===== config.mk =====
export PLATFORM = sky130hd
export DESIGN_NAME = sha1_hash_top
export DESIGN_NICKNAME = d
export VERILOG_FILES = /design/src/rtl/sha1h_pkg.sv /design/src/rtl/sha1h_ctrl.sv /design/src/rtl/sha1h_datapath.sv /design/src/rtl/sha1_hash_top.sv
export SDC_FILE = /design/constraint.sdc
export NUM_CORES = 2
export LEC_CHECK = 0
export BUFFER_PORTS_ARGS = -buffer_cell sky130_fd_sc_hd__buf_4
export CAP_MARGIN = 5
export CORE_MARGIN = 10
export CORE_UTILIZATION = 45
export CTS_CLUSTER_DIAMETER = 80
export DETAILED_ROUTE_END_ITERATION = 10
export GPL_TIMING_DRIVEN = 0
export HOLD_SLACK_MARGIN = 0.06
export PLACE_DENSITY = 0.59
export SETUP_SLACK_MARGIN = 0.3
export SYNTH_ARGS = -nofsm -noshare
export SYNTH_HDL_FRONTEND = slang
export SYNTH_SLANG_ARGS = --single-unit

===== constraint.sdc =====
create_clock -name clock -period 12.95 [get_ports clock]
set_clock_uncertainty 0.2 [all_clocks]
set_input_delay 2.59 -clock clock [delete_from_list [all_inputs] [get_ports clock]]
set_output_delay 2.59 -clock clock [all_outputs]
set_load 0.03 [all_outputs]

===== src/rtl/sha1h_pkg.sv =====
// ----------------------------------------------------------------------------
// SHA-1 hash package
// Shared codes, constants and the control/status bundles between the
// controller and the datapath.
// ----------------------------------------------------------------------------
package sha1h_pkg;

   // input mode codes (3 is unused and ignored)
   localparam logic [1:0] MODE_ABSORB     = 2'd0;
   localparam logic [1:0] MODE_ABSORB_FIN = 2'd1;
   localparam logic [1:0] MODE_FINISH     = 2'd2;

   // source of the byte written into the block buffer
   localparam logic [1:0] SEL_INPUT  = 2'd0;
   localparam logic [1:0] SEL_MARKER = 2'd1;
   localparam logic [1:0] SEL_ZERO   = 2'd2;
   localparam logic [1:0] SEL_LENGTH = 2'd3;

   localparam logic [7:0] PAD_MARKER = 8'h80;

   localparam logic [6:0] LAST_ROUND = 7'd79;
   localparam logic [2:0] LAST_WORD  = 3'd4;

   localparam logic [31:0] H0_INIT = 32'h67452301;
   localparam logic [31:0] H1_INIT = 32'hEFCDAB89;
   localparam logic [31:0] H2_INIT = 32'h98BADCFE;
   localparam logic [31:0] H3_INIT = 32'h10325476;
   localparam logic [31:0] H4_INIT = 32'hC3D2E1F0;

   localparam logic [31:0] K0 = 32'h5A827999;
   localparam logic [31:0] K1 = 32'h6ED9EBA1;
   localparam logic [31:0] K2 = 32'h8F1BBCDC;
   localparam logic [31:0] K3 = 32'hCA62C1D6;

   typedef struct packed {
      logic       put_en;     // write one byte into the block buffer
      logic [1:0] put_sel;    // byte source
      logic       load_work;  // copy chaining words into a..e
      logic       round_en;   // run one compression round
      logic [6:0] round_idx;  // current round, 0..79
      logic       fold_en;    // add a..e into the chaining words
      logic       restart;    // back to the initial values
      logic [2:0] out_idx;    // digest word on the output
   } sha1h_cmd_type;

   typedef struct packed {
      logic fill_last;  // 63 bytes held, next put completes the block
      logic fill_is56;  // length field starts at the next put
   } sha1h_status_type;

endpackage


===== src/rtl/sha1h_ctrl.sv =====
// ----------------------------------------------------------------------------
// SHA-1 hash controller
// Sequences byte absorb, padding, the 80 rounds and the digest beats.
// ----------------------------------------------------------------------------
module sha1h_ctrl
   import sha1h_pkg::*;
(
   input  logic             clock,
   input  logic             reset,
   input  logic             req_tvalid,
   input  logic [1:0]       req_mode,
   output logic             req_tready,
   output logic             rsp_tvalid,
   input  logic             rsp_tready,
   output logic             rsp_tlast,
   output logic [2:0]       rsp_tuser,
   input  sha1h_status_type status,
   output sha1h_cmd_type    cmd
);

   localparam logic [2:0] ST_IDLE = 3'd0;
   localparam logic [2:0] ST_PAD  = 3'd1;
   localparam logic [2:0] ST_COMP = 3'd2;
   localparam logic [2:0] ST_FOLD = 3'd3;
   localparam logic [2:0] ST_OUT  = 3'd4;

   logic [2:0] state_ff,  state_in;
   logic [6:0] round_ff,  round_in;
   logic [2:0] idx_ff,    idx_in;
   logic       pad_ff,    pad_in;     // finishing in progress
   logic       marker_ff, marker_in;  // 0x80 already written
   logic       len_ff,    len_in;     // length bytes being written

   always_comb begin
      state_in  = state_ff;
      round_in  = round_ff;
      idx_in    = idx_ff;
      pad_in    = pad_ff;
      marker_in = marker_ff;
      len_in    = len_ff;
      cmd       = '0;
      cmd.round_idx = round_ff;
      cmd.out_idx   = idx_ff;
      req_tready = 1'b0;
      rsp_tvalid = 1'b0;

      case (state_ff)
         ST_IDLE: begin
            req_tready = 1'b1;
            if (req_tvalid) begin
               case (req_mode)
                  MODE_ABSORB, MODE_ABSORB_FIN: begin
                     cmd.put_en  = 1'b1;
                     cmd.put_sel = SEL_INPUT;
                     if (req_mode == MODE_ABSORB_FIN) begin
                        pad_in    = 1'b1;
                        marker_in = 1'b0;
                        len_in    = 1'b0;
                        state_in  = ST_PAD;
                     end
                     if (status.fill_last) begin
                        cmd.load_work = 1'b1;
                        round_in      = '0;
                        state_in      = ST_COMP;
                     end
                  end
                  MODE_FINISH: begin
                     pad_in    = 1'b1;
                     marker_in = 1'b0;
                     len_in    = 1'b0;
                     state_in  = ST_PAD;
                  end
                  default: begin
                  end
               endcase
            end
         end
         ST_PAD: begin
            cmd.put_en = 1'b1;
            if (!marker_ff) begin
               cmd.put_sel = SEL_MARKER;
               marker_in   = 1'b1;
            end else if (len_ff || status.fill_is56) begin
               cmd.put_sel = SEL_LENGTH;
               len_in      = 1'b1;
            end else begin
               cmd.put_sel = SEL_ZERO;
            end
            if (status.fill_last) begin
               cmd.load_work = 1'b1;
               round_in      = '0;
               state_in      = ST_COMP;
            end
         end
         ST_COMP: begin
            cmd.round_en = 1'b1;
            round_in     = round_ff + 7'd1;
            if (round_ff == LAST_ROUND) begin
               state_in = ST_FOLD;
            end
         end
         ST_FOLD: begin
            cmd.fold_en = 1'b1;
            if (len_ff) begin
               idx_in   = '0;
               state_in = ST_OUT;
            end else if (pad_ff) begin
               state_in = ST_PAD;
            end else begin
               state_in = ST_IDLE;
            end
         end
         ST_OUT: begin
            rsp_tvalid = 1'b1;
            if (rsp_tready) begin
               if (idx_ff == LAST_WORD) begin
                  cmd.restart = 1'b1;
                  pad_in      = 1'b0;
                  marker_in   = 1'b0;
                  len_in      = 1'b0;
                  state_in    = ST_IDLE;
               end else begin
                  idx_in = idx_ff + 3'd1;
               end
            end
         end
         default: begin
            state_in = ST_IDLE;
         end
      endcase
   end

   assign rsp_tuser = idx_ff;
   assign rsp_tlast = (idx_ff == LAST_WORD);

   always_ff @(posedge clock) begin
      if (reset) begin
         state_ff  <= ST_IDLE;
         round_ff  <= '0;
         idx_ff    <= '0;
         pad_ff    <= 1'b0;
         marker_ff <= 1'b0;
         len_ff    <= 1'b0;
      end else begin
         state_ff  <= state_in;
         round_ff  <= round_in;
         idx_ff    <= idx_in;
         pad_ff    <= pad_in;
         marker_ff <= marker_in;
         len_ff    <= len_in;
      end
   end

endmodule


===== src/rtl/sha1h_datapath.sv =====
// ----------------------------------------------------------------------------
// SHA-1 hash datapath
// Block buffer doubling as the message schedule window, one round unit,
// chaining words, fill count and bit length.
// ----------------------------------------------------------------------------
module sha1h_datapath
   import sha1h_pkg::*;
(
   input  logic             clock,
   input  logic             reset,
   input  sha1h_cmd_type    cmd,
   input  logic [7:0]       data_byte,
   output sha1h_status_type status,
   output logic [31:0]      digest_word
);

   logic [31:0] win_ff [16];   // 16-word schedule window, word 0 oldest
   logic [31:0] win_in [16];
   logic [31:0] chain_ff [5];
   logic [31:0] chain_in [5];
   logic [31:0] a_ff, b_ff, c_ff, d_ff, e_ff;
   logic [31:0] a_in, b_in, c_in, d_in, e_in;
   logic [5:0]  fill_ff, fill_in;
   logic [63:0] bits_ff, bits_in;

   logic [7:0]  put_byte;
   logic [7:0]  len_byte;
   logic [31:0] f_val, k_val, t_val, w_next;

   // length bytes go out most significant first from fill 56
   always_comb begin
      case (fill_ff[2:0])
         3'd0:    len_byte = bits_ff[63:56];
         3'd1:    len_byte = bits_ff[55:48];
         3'd2:    len_byte = bits_ff[47:40];
         3'd3:    len_byte = bits_ff[39:32];
         3'd4:    len_byte = bits_ff[31:24];
         3'd5:    len_byte = bits_ff[23:16];
         3'd6:    len_byte = bits_ff[15:8];
         default: len_byte = bits_ff[7:0];
      endcase
   end

   always_comb begin
      case (cmd.put_sel)
         SEL_INPUT:  put_byte = data_byte;
         SEL_MARKER: put_byte = PAD_MARKER;
         SEL_ZERO:   put_byte = 8'h00;
         default:    put_byte = len_byte;
      endcase
   end

   assign w_next = win_ff[13] ^ win_ff[8] ^ win_ff[2] ^ win_ff[0];

   // big-endian byte packing, or schedule shift during rounds
   always_comb begin
      win_in = win_ff;
      if (cmd.put_en) begin
         case (fill_ff[1:0])
            2'd0:    win_in[fill_ff[5:2]][31:24] = put_byte;
            2'd1:    win_in[fill_ff[5:2]][23:16] = put_byte;
            2'd2:    win_in[fill_ff[5:2]][15:8]  = put_byte;
            default: win_in[fill_ff[5:2]][7:0]   = put_byte;
         endcase
      end else if (cmd.round_en) begin
         for (int i = 0; i < 15; i++) begin
            win_in[i] = win_ff[i+1];
         end
         win_in[15] = {w_next[30:0], w_next[31]};
      end
   end

   always_comb begin
      if (cmd.round_idx < 7'd20) begin
         f_val = (b_ff & c_ff) | (~b_ff & d_ff);
         k_val = K0;
      end else if (cmd.round_idx < 7'd40) begin
         f_val = b_ff ^ c_ff ^ d_ff;
         k_val = K1;
      end else if (cmd.round_idx < 7'd60) begin
         f_val = (b_ff & c_ff) | (b_ff & d_ff) | (c_ff & d_ff);
         k_val = K2;
      end else begin
         f_val = b_ff ^ c_ff ^ d_ff;
         k_val = K3;
      end
   end

   assign t_val = {a_ff[26:0], a_ff[31:27]} + f_val + e_ff + k_val + win_ff[0];

   always_comb begin
      a_in = a_ff;
      b_in = b_ff;
      c_in = c_ff;
      d_in = d_ff;
      e_in = e_ff;
      if (cmd.load_work) begin
         a_in = chain_ff[0];
         b_in = chain_ff[1];
         c_in = chain_ff[2];
         d_in = chain_ff[3];
         e_in = chain_ff[4];
      end else if (cmd.round_en) begin
         a_in = t_val;
         b_in = a_ff;
         c_in = {b_ff[1:0], b_ff[31:2]};
         d_in = c_ff;
         e_in = d_ff;
      end
   end

   always_comb begin
      chain_in = chain_ff;
      if (cmd.restart) begin
         chain_in[0] = H0_INIT;
         chain_in[1] = H1_INIT;
         chain_in[2] = H2_INIT;
         chain_in[3] = H3_INIT;
         chain_in[4] = H4_INIT;
      end else if (cmd.fold_en) begin
         chain_in[0] = chain_ff[0] + a_ff;
         chain_in[1] = chain_ff[1] + b_ff;
         chain_in[2] = chain_ff[2] + c_ff;
         chain_in[3] = chain_ff[3] + d_ff;
         chain_in[4] = chain_ff[4] + e_ff;
      end
   end

   always_comb begin
      fill_in = fill_ff;
      bits_in = bits_ff;
      if (cmd.restart) begin
         fill_in = '0;
         bits_in = '0;
      end else if (cmd.put_en) begin
         fill_in = fill_ff + 6'd1;
         if (cmd.put_sel == SEL_INPUT) begin
            bits_in = bits_ff + 64'd8;
         end
      end
   end

   always_comb begin
      case (cmd.out_idx)
         3'd0:    digest_word = chain_ff[0];
         3'd1:    digest_word = chain_ff[1];
         3'd2:    digest_word = chain_ff[2];
         3'd3:    digest_word = chain_ff[3];
         default: digest_word = chain_ff[4];
      endcase
   end

   assign status.fill_last = (fill_ff == 6'd63);
   assign status.fill_is56 = (fill_ff == 6'd56);

   always_ff @(posedge clock) begin
      if (reset) begin
         chain_ff[0] <= H0_INIT;
         chain_ff[1] <= H1_INIT;
         chain_ff[2] <= H2_INIT;
         chain_ff[3] <= H3_INIT;
         chain_ff[4] <= H4_INIT;
         fill_ff     <= '0;
         bits_ff     <= '0;
      end else begin
         chain_ff <= chain_in;
         fill_ff  <= fill_in;
         bits_ff  <= bits_in;
      end
   end

   always_ff @(posedge clock) begin
      win_ff <= win_in;
      a_ff   <= a_in;
      b_ff   <= b_in;
      c_ff   <= c_in;
      d_ff   <= d_in;
      e_ff   <= e_in;
   end

endmodule


===== src/rtl/sha1_hash_top.sv =====
// ----------------------------------------------------------------------------
// SHA-1 hash engine, top level
// Byte-stream SHA-1: absorbs message bytes, pads on finish and returns the
// 160-bit digest as five 32-bit beats.
// ----------------------------------------------------------------------------
// Usage
//  - req channel: one beat per byte. tuser carries the mode (absorb, absorb
//    then finish, finish without a byte; the spare code is dropped), tdata
//    the byte. A message is any run of absorb beats closed by a finish.
//  - rsp channel: five beats per finished message, digest word in tdata,
//    word position in tuser (0 most significant), tlast on the fifth.
//  - Absorb: beats are taken back to back until one completes a 64-byte
//    block; that beat starts the compression, which holds req_tready low
//    through the rounds on the single round unit and the fold into the
//    chaining words.
//  - Finish: padding is written one byte a cycle, paused while a block
//    compresses (up to 64 padding bytes, up to 72 when the length spills
//    into an extra block); then the digest beats follow.
//  - While digest beats wait, the block takes no new beat; a stalled
//    receiver simply holds the current word. After the fifth beat the
//    chaining words return to their initial values for the next message.
//  - Reset (synchronous, active high) loads the initial chaining words and
//    clears the fill count and bit length. The block buffer is not cleared.
// ----------------------------------------------------------------------------
module sha1_hash_top
   import sha1h_pkg::*;
(
   input  logic        clock,
   input  logic        reset,
   // request stream
   input  logic        req_tvalid,
   output logic        req_tready,
   input  logic [7:0]  req_tdata,   // [7:0] data_byte
   input  logic [1:0]  req_tuser,   // [1:0] mode
   // digest stream
   output logic        rsp_tvalid,
   input  logic        rsp_tready,
   output logic [31:0] rsp_tdata,   // [31:0] digest_word
   output logic [2:0]  rsp_tuser,   // [2:0] word_index
   output logic        rsp_tlast    // last_word
);

   sha1h_cmd_type    cmd;
   sha1h_status_type status;

   // sequencing: absorb, pad, rounds, fold, digest beats
   sha1h_ctrl u_ctrl (
      .clock      (clock),
      .reset      (reset),
      .req_tvalid (req_tvalid),
      .req_mode   (req_tuser),
      .req_tready (req_tready),
      .rsp_tvalid (rsp_tvalid),
      .rsp_tready (rsp_tready),
      .rsp_tlast  (rsp_tlast),
      .rsp_tuser  (rsp_tuser),
      .status     (status),
      .cmd        (cmd)
   );

   // block buffer, schedule, round unit, chaining words
   sha1h_datapath u_datapath (
      .clock       (clock),
      .reset       (reset),
      .cmd         (cmd),
      .data_byte   (req_tdata),
      .status      (status),
      .digest_word (rsp_tdata)
   );

   // never take a request while digest beats are pending
   assert property (@(posedge clock) disable iff (reset)
      !(req_tready && rsp_tvalid))
      else $error("request taken while digest pending");

   // digest words come out in order without gaps
   assert property (@(posedge clock) disable iff (reset)
      (rsp_tvalid && rsp_tready && !rsp_tlast) |=>
         (rsp_tvalid && (rsp_tuser == 3'($past(rsp_tuser) + 3'd1))))
      else $error("digest word sequence broken");

   // the last digest beat ends the burst and reopens the input
   assert property (@(posedge clock) disable iff (reset)
      (rsp_tvalid && rsp_tready && rsp_tlast) |=> (!rsp_tvalid && req_tready))
      else $error("digest burst did not end after last word");

endmodule


Yosys cells after proc, flatten, opt, wreduce, memory -nomap -nowiden
Index checks and enable logic that the tools add are counted.

operators by class
  bitwise logic cells = 14
  multiplexer cells = 79
  reduce and logical (&&, ||, !) cells = 23
  $lt $le $gt $ge = 5
  eq/ne operators = 36
  add/sub/neg operators = 13

operator list
  operator                 count
  $bwmux W512              4
  $pmux W512 S3            1
  $mux W512                2
  $demux W32 S4            4
  $mux W32                 16
  $add A32 B32 Y32         9
  $xor A32 B32 Y32         5
  $and A32 B32 Y32         4
  $pmux W32 S4             1
  $or A32 B32 Y32          3
  $add A64 B4 Y64 const B  1
  $pmux W8 S7              1
  $mux W3                  11
  $not A32 Y32             1
  $mux W31                 1
  $mux W24                 1
  $pmux W8 S3              1
  $mux W7                  3
  $pmux W7 S3              1
  $eq A3 B2 Y1 const B     6
  $mux W1                  18
  $mux W16                 1
  $eq A3 B3 Y1 const B     5
  $pmux W3 S5              1
  other kinds (38)         69

storage, ports and cells
  input bits = 14
  output and inout bits = 38
  register bits after elaboration = 918

Longest topological paths before layout
  depth in word-level cells = 12
  gate-level depth with buffers = 25

Modules after synthesis
Synthesis repeated with hierarchy kept, for this count alone.

unflattened totals
  cell total of the unflattened synthesis = 5,460
  area total of the unflattened synthesis = 57,139.8 sq um

modules (own cells, without submodules)
  module          times used  area an instance (sq um)  cells an instance  sequential area each (sq um)
  sha1h_datapath  1           56,183.9                  5,343              24,723.7
  sha1h_ctrl      1           955.9                     117                320.3

Least setup slack after synthesis
Ideal clock, no wire load.

  path kind = input-to-reg
  start = input req_tvalid
  end = register u_datapath.win_ff[104] in the netlist's numbering, enable pin
  setup time = 0.731 ns
  stages on the path = 9
  path slack = 0.727 ns
  data arrival time = 11.291 ns
  cell sequence = nor2b_1 > o21a_1 > nand2b_1 > clkbuf_1 > clkbuf_1 > and2_1 > clkbuf_1 > buf_1 > inv_1

between the ends
  word-level cells in the longest chain between the ends = 3

ends and longest elaborated chain
  element                       line                   RTL
  start: declaration            sha1_hash_top.sv:31    input logic req_tvalid,
  $mux W4                       sha1h_ctrl.sv:50       if (req_tvalid) begin
  $pmux W4 S2                   sha1h_ctrl.sv:47       case (state_ff)
  $reduce_bool A2 Y1 (no line)  n/a
  end signal: assignment        sha1h_datapath.sv:173  win_ff <= win_in;
  end: declaration              sha1h_datapath.sv:17   logic [31:0] win_ff [16];

Every way passes these cells.
A chain may end at the register's enable or synchronous reset.

Final worst setup path
  start = register u_ctrl.round_ff[4]
  end = register u_datapath.a_ff[31], data pin

between the ends
  word-level cells in the longest chain between the ends = 10
  elaborated cells between the ends (all ways) = 15

ends and longest elaborated chain
  element                            line                   RTL
  start: declaration                 sha1h_ctrl.sv:28       logic [6:0] round_ff, round_in;
  start signal: assignment           sha1h_ctrl.sv:146      round_ff <= round_in;
  $lt A7 B6 Y1                       sha1h_datapath.sv:80   end else if (cmd.round_idx < 7'd60) begin
  $mux W32                           sha1h_datapath.sv:80
  $mux W32                           sha1h_datapath.sv:77   end else if (cmd.round_idx < 7'd40) begin
  $mux W32                           sha1h_datapath.sv:74   if (cmd.round_idx < 7'd20) begin
  $add A32 B32 Y32 (2 in a row)      sha1h_datapath.sv:89   assign t_val = {a_ff[26:0], a_ff[31:27]} + f_val + e_ff + k_val + win_ff[0];
  $add A32 B32 Y32 (*) (2 in a row)  sha1h_datapath.sv:89
  $mux W32 (*)                       sha1h_datapath.sv:103  end else if (cmd.round_en) begin
  $mux W32 (*)                       sha1h_datapath.sv:97   if (cmd.load_work) begin
  net u_datapath.a_in[31]            sha1h_datapath.sv:22   logic [31:0] a_in, b_in, c_in, d_in, e_in;
  end signal: assignment             sha1h_datapath.sv:174  a_ff <= a_in;
  end: declaration                   sha1h_datapath.sv:21   logic [31:0] a_ff, b_ff, c_ff, d_ff, e_ff;

Mark *: on every way through the listed nets, which the timed path passes. The rest lies on a longest branch. The select of a mux whose other input is x is not followed.

==> results.md <==
- Combinational share of power: 24.6%
- Die Height: 384 um
- Synth cell types: 95
- Total power: 9.92 mW
- Peak supply drop: 0.110 mV
- Hold_buf cts: 0
- Area Growth Syn to Fin: 11.3%
- RSZ-0062 raised after global routing: no
- Drt wl/cell: 27.6 um
- HPWL after detailed placement: 188 mm
- Ports: 52
- Critical path endpoint category: flop
- Startpoint Class: flop
- Worst-margin pin slew: 1.45 ns
- Mean Syn Cell Area: 8.56 um^2
- Sw Pwr: 3.43 mW
- Later-pin clock latency in the skew report: 0.74 ns
- Crit Path Category: reg -> reg
- Initial Util: 45.4%
- Crit path buffers/inverters: 5
- # rows: 133
- Cells after Synth: 6984
- Reg power frac: 42.1%
- Slew margin rel.: 3.50%
- Worst Hold Class: reg -> reg
- Ys Warns: 0
- Initial DRC Count: 7037
- Netlist Area Pre-Place: 0.0598 mm^2
- Reg2reg end: u_datapath.a_ff[31]$_DFFE_PP_
- Final period util: 66.9%
- Minimum clock period: 8.67 ns
- Die width: 384 um
- CP dominant cell by count: fa_1
- Reg2reg start: u_ctrl.round_ff[4]$_SDFFE_PP0P_
- Clock Sinks: 915
- Routed Antenna Nets: 0
- Pwr dens: 149 mW/mm^2
- Fin. max-slew vios: 0
- Max cap viols: 0
- Slowest CP cell: buf_1
- Slowest stage delay, CP: 1.00 ns
- Hold depth: 2
- WL final: 249 mm
- Final Hold Vio Count: 0
- Gr usage total: 32.6%
- Critical path's top delay family: simple AND/OR/NAND/NOR gates
- Post-CTS Setup Inserts: 0
- Req. time, crit path: 13.19 ns
- Remaining global-route overflow: 0
- Data arrival, critical path: 8.91 ns
- Reg2Reg Setup Slack: 4.28 ns
- CTS buffer count: 112
- Nets: 7543
- Fillers: 12600
- Seq/Total Area, Yosys: 41.9%
- PortBufs: 51
- Util after Layout: 50.5%
- Fmax: 115 MHz
- Yosys reg bits: 915
- Clock Power Share: 33.3%
- Vias in the first global route: 53900
- Initial antenna violation count: 6
- EDFF count, synth: 672
- Post-synth top flop: edfxtp_1
- Leakage: 26.0 nW
- Asr flop ratio synth: 0%
- Die area: 0.148 mm^2
- Internal: 6.49 mW
- Via count: 56200
- Root buffer cell: clkbuf_16
- Drc violations: 0
- Clock-pin slew on the worst setup and hold paths: 0.06 ns
- Post-Syn Nets: 7354
- Min-Delay Startpoint: u_ctrl.pad_ff$_SDFFE_PP0P_
- Status: finished, final reports clean
- Layout cells sized above 1: 4.35%
- CTS tree: yes
- Placeable Area: 0.132 mm^2
- WHS Endpoint: u_ctrl.pad_ff$_SDFFE_PP0P_
- CTS resizes: 0
- Setup violations, final: 0
- Gpl congestion: 0.994
- First-pass GRT wire length: 360 mm
- Worst-case reg-to-reg path depth: 25
- DR vias/cell: 6.23
- First-pass DRT Iterations: 10
- Clock H-tree levels: 3
- Sw frac: 34.6%
- CP Max Fanout: 11
- Largest net degree at the start of global routing: 128
- Max clock buf depth: 3
-- worst max path at each step --
stage                                               start                          endpoint  slack [ns]  cells past startpoint
after floorplan                                req_tvalid  u_datapath.win_ff[104]$_DFFE_PP_        0.73                      9
after global placement                       req_tuser[1]  u_datapath.win_ff[110]$_DFFE_PP_       -4.72                     10
after detailed placement  u_ctrl.round_ff[4]$_SDFFE_PP0P_     u_datapath.a_ff[31]$_DFFE_PP_        4.50                     25
after CTS                 u_ctrl.round_ff[4]$_SDFFE_PP0P_     u_datapath.a_ff[31]$_DFFE_PP_        4.47                     25
after global routing      u_ctrl.round_ff[4]$_SDFFE_PP0P_     u_datapath.a_ff[31]$_DFFE_PP_        4.12                     25
final                     u_ctrl.round_ff[4]$_SDFFE_PP0P_     u_datapath.a_ff[31]$_DFFE_PP_        4.28                     25
-- flip-flops by register name, summed over array words and instances (netlist names), 3 cells and up --
| signal | flops |
|---|---|
| u_ctrl.round_ff | 7 |
| u_ctrl.state_ff | 3 |
| u_datapath.chain_ff | 160 |
| u_datapath.d_ff | 32 |
| u_ctrl.rsp_tuser | 3 |
| u_datapath.c_ff | 32 |
| u_datapath.fill_ff | 6 |
| u_datapath.win_ff | 512 |
| u_datapath.a_ff | 32 |
| u_datapath.e_ff | 32 |
| u_datapath.b_ff | 32 |
| u_datapath.bits_ff | 61 |
-- logic make-up (layout without fill, tap and decap cells) --
group                    after synthesis  after routing  share of synthesized area (%)
adder cells (fa/ha/maj)              356            356                           9.01
buffers and inverters                732           1015                           4.67
XOR/XNOR                             290            290                           4.25
AND/OR/NAND/NOR                     2370           2370                           16.5
other                                  0              2                              0
AO/OA/AOI/OAI                       2312           2312                           23.5
multiplexers                           9              9                          0.153
flip-flops                           915            915                           41.9
-- worst register-to-register path, delay by kind of cell (launching register included) --
family,cells,cell delay (ns)
and+or+nand+nor,7,2.11
AOI/OAI and AO/OA,7,1.98
adders and majority gates,5,1.85
buffers and inverters,5,1.72
xor gates and xnor gates,1,0.16
DFF,1,0.37
-- power by group through the flow --
stage               clock, mW  sequential [mW]  combinational (mW)
floorplan                   0             4.05                1.60
global placement            0             4.29                2.30
detailed placement          0             4.21                2.37
CTS                      3.31             4.15                2.38
global route             3.43             4.20                2.65
finish                   3.31             4.17                2.44
-- Yosys cell counts (all sizes together), types with 9 or more instances --
cell type,number,area (um^2)
ha,232,2900
o22ai,27,169
or4,9,67.6
nand3b,9,67.6
clkbuf,457,1720
a31oi,45,282
buf,47,218
nand2,1544,5810
and2,16,100
nand3,94,483
a21o,72,541
nand2b,27,169
a222oi,16,160
or3,32,205
o32ai,21,184
o21bai,21,158
nor3,41,238
nor2,443,1680
xnor2,200,1750
a21oi,385,1930
or2,9,56.3
inv,227,852
nor4,12,90.1
dfxtp,243,4860
nand4,32,215
o211ai,60,450
a22oi,459,3450
edfxtp,672,20200
o21ai,1021,5110
o21a,37,278
xor2,90,788
and3,25,158
o31ai,15,123
fa,124,2480
a211oi,48,360
nor2b,56,350
-- per-stage QoR --
stage	setup slack [ns]	TNS [ns]	hold slack, ns	instance area (um^2)	std cells
floorplan	0.727	0	0.241	59800	6984
global placement	-4.72	-1797.60	0.259	62300	8790
detailed placement	4.50	0	0.269	62700	8809
CTS	4.47	0	0.282	66500	9017
global route	4.12	0	0.303	66500	9022
finish	4.28	0	0.277	66500	9024
-- per-layer routing --
metal	share of wire, %	up-vias	track usage [%]
met3	8.6	675	5.09
met5	0.021	-	0
li1	-	25300	-
met1	38	27200	40.7
met4	7.3	8	20.9
met2	46	3031	52.3
-- layout by cell type, fill, tap and decap left out, types with 27 or more instances in the layout --
cell type / instances
nand4_1: 31
o211ai_1: 60
a22oi_1: 452
o21ai_1: 61
ha_1: 232
nor3_1: 37
fa_1: 124
o21ai_0: 959
edfxtp_1: 672
xor2_1: 90
buf_4: 59
o22ai_1: 27
dfxtp_1: 243
buf_1: 27
inv_1: 225
nor2_1: 441
a21oi_1: 384
nor2b_1: 56
a21o_1: 72
o21a_1: 37
nand2_1: 1540
xnor2_1: 200
or3_1: 31
a211oi_1: 48
nand3_1: 93
a31oi_1: 44
clkbuf_16: 119
nand2b_1: 27
clkbuf_1: 477
-- cell type report --
cell class / count / area [um^2] / area share (%)
Buffer: 504 / 1930 / 2.91
Inverter: 228 / 863 / 1.30
Antenna cell: 2 / 5.00 / 0.00752
Clock buffer: 147 / 3160 / 4.76
Multi-Input combinational cell: 5337 / 32000 / 48.1
Tap cell: 1755 / 2200 / 3.30
Clock inverter: 61 / 576 / 0.865
Sequential cell: 915 / 25000 / 37.6
Timing Repair Buffer: 75 / 751 / 1.13
(Power assumes the default switching activity.)
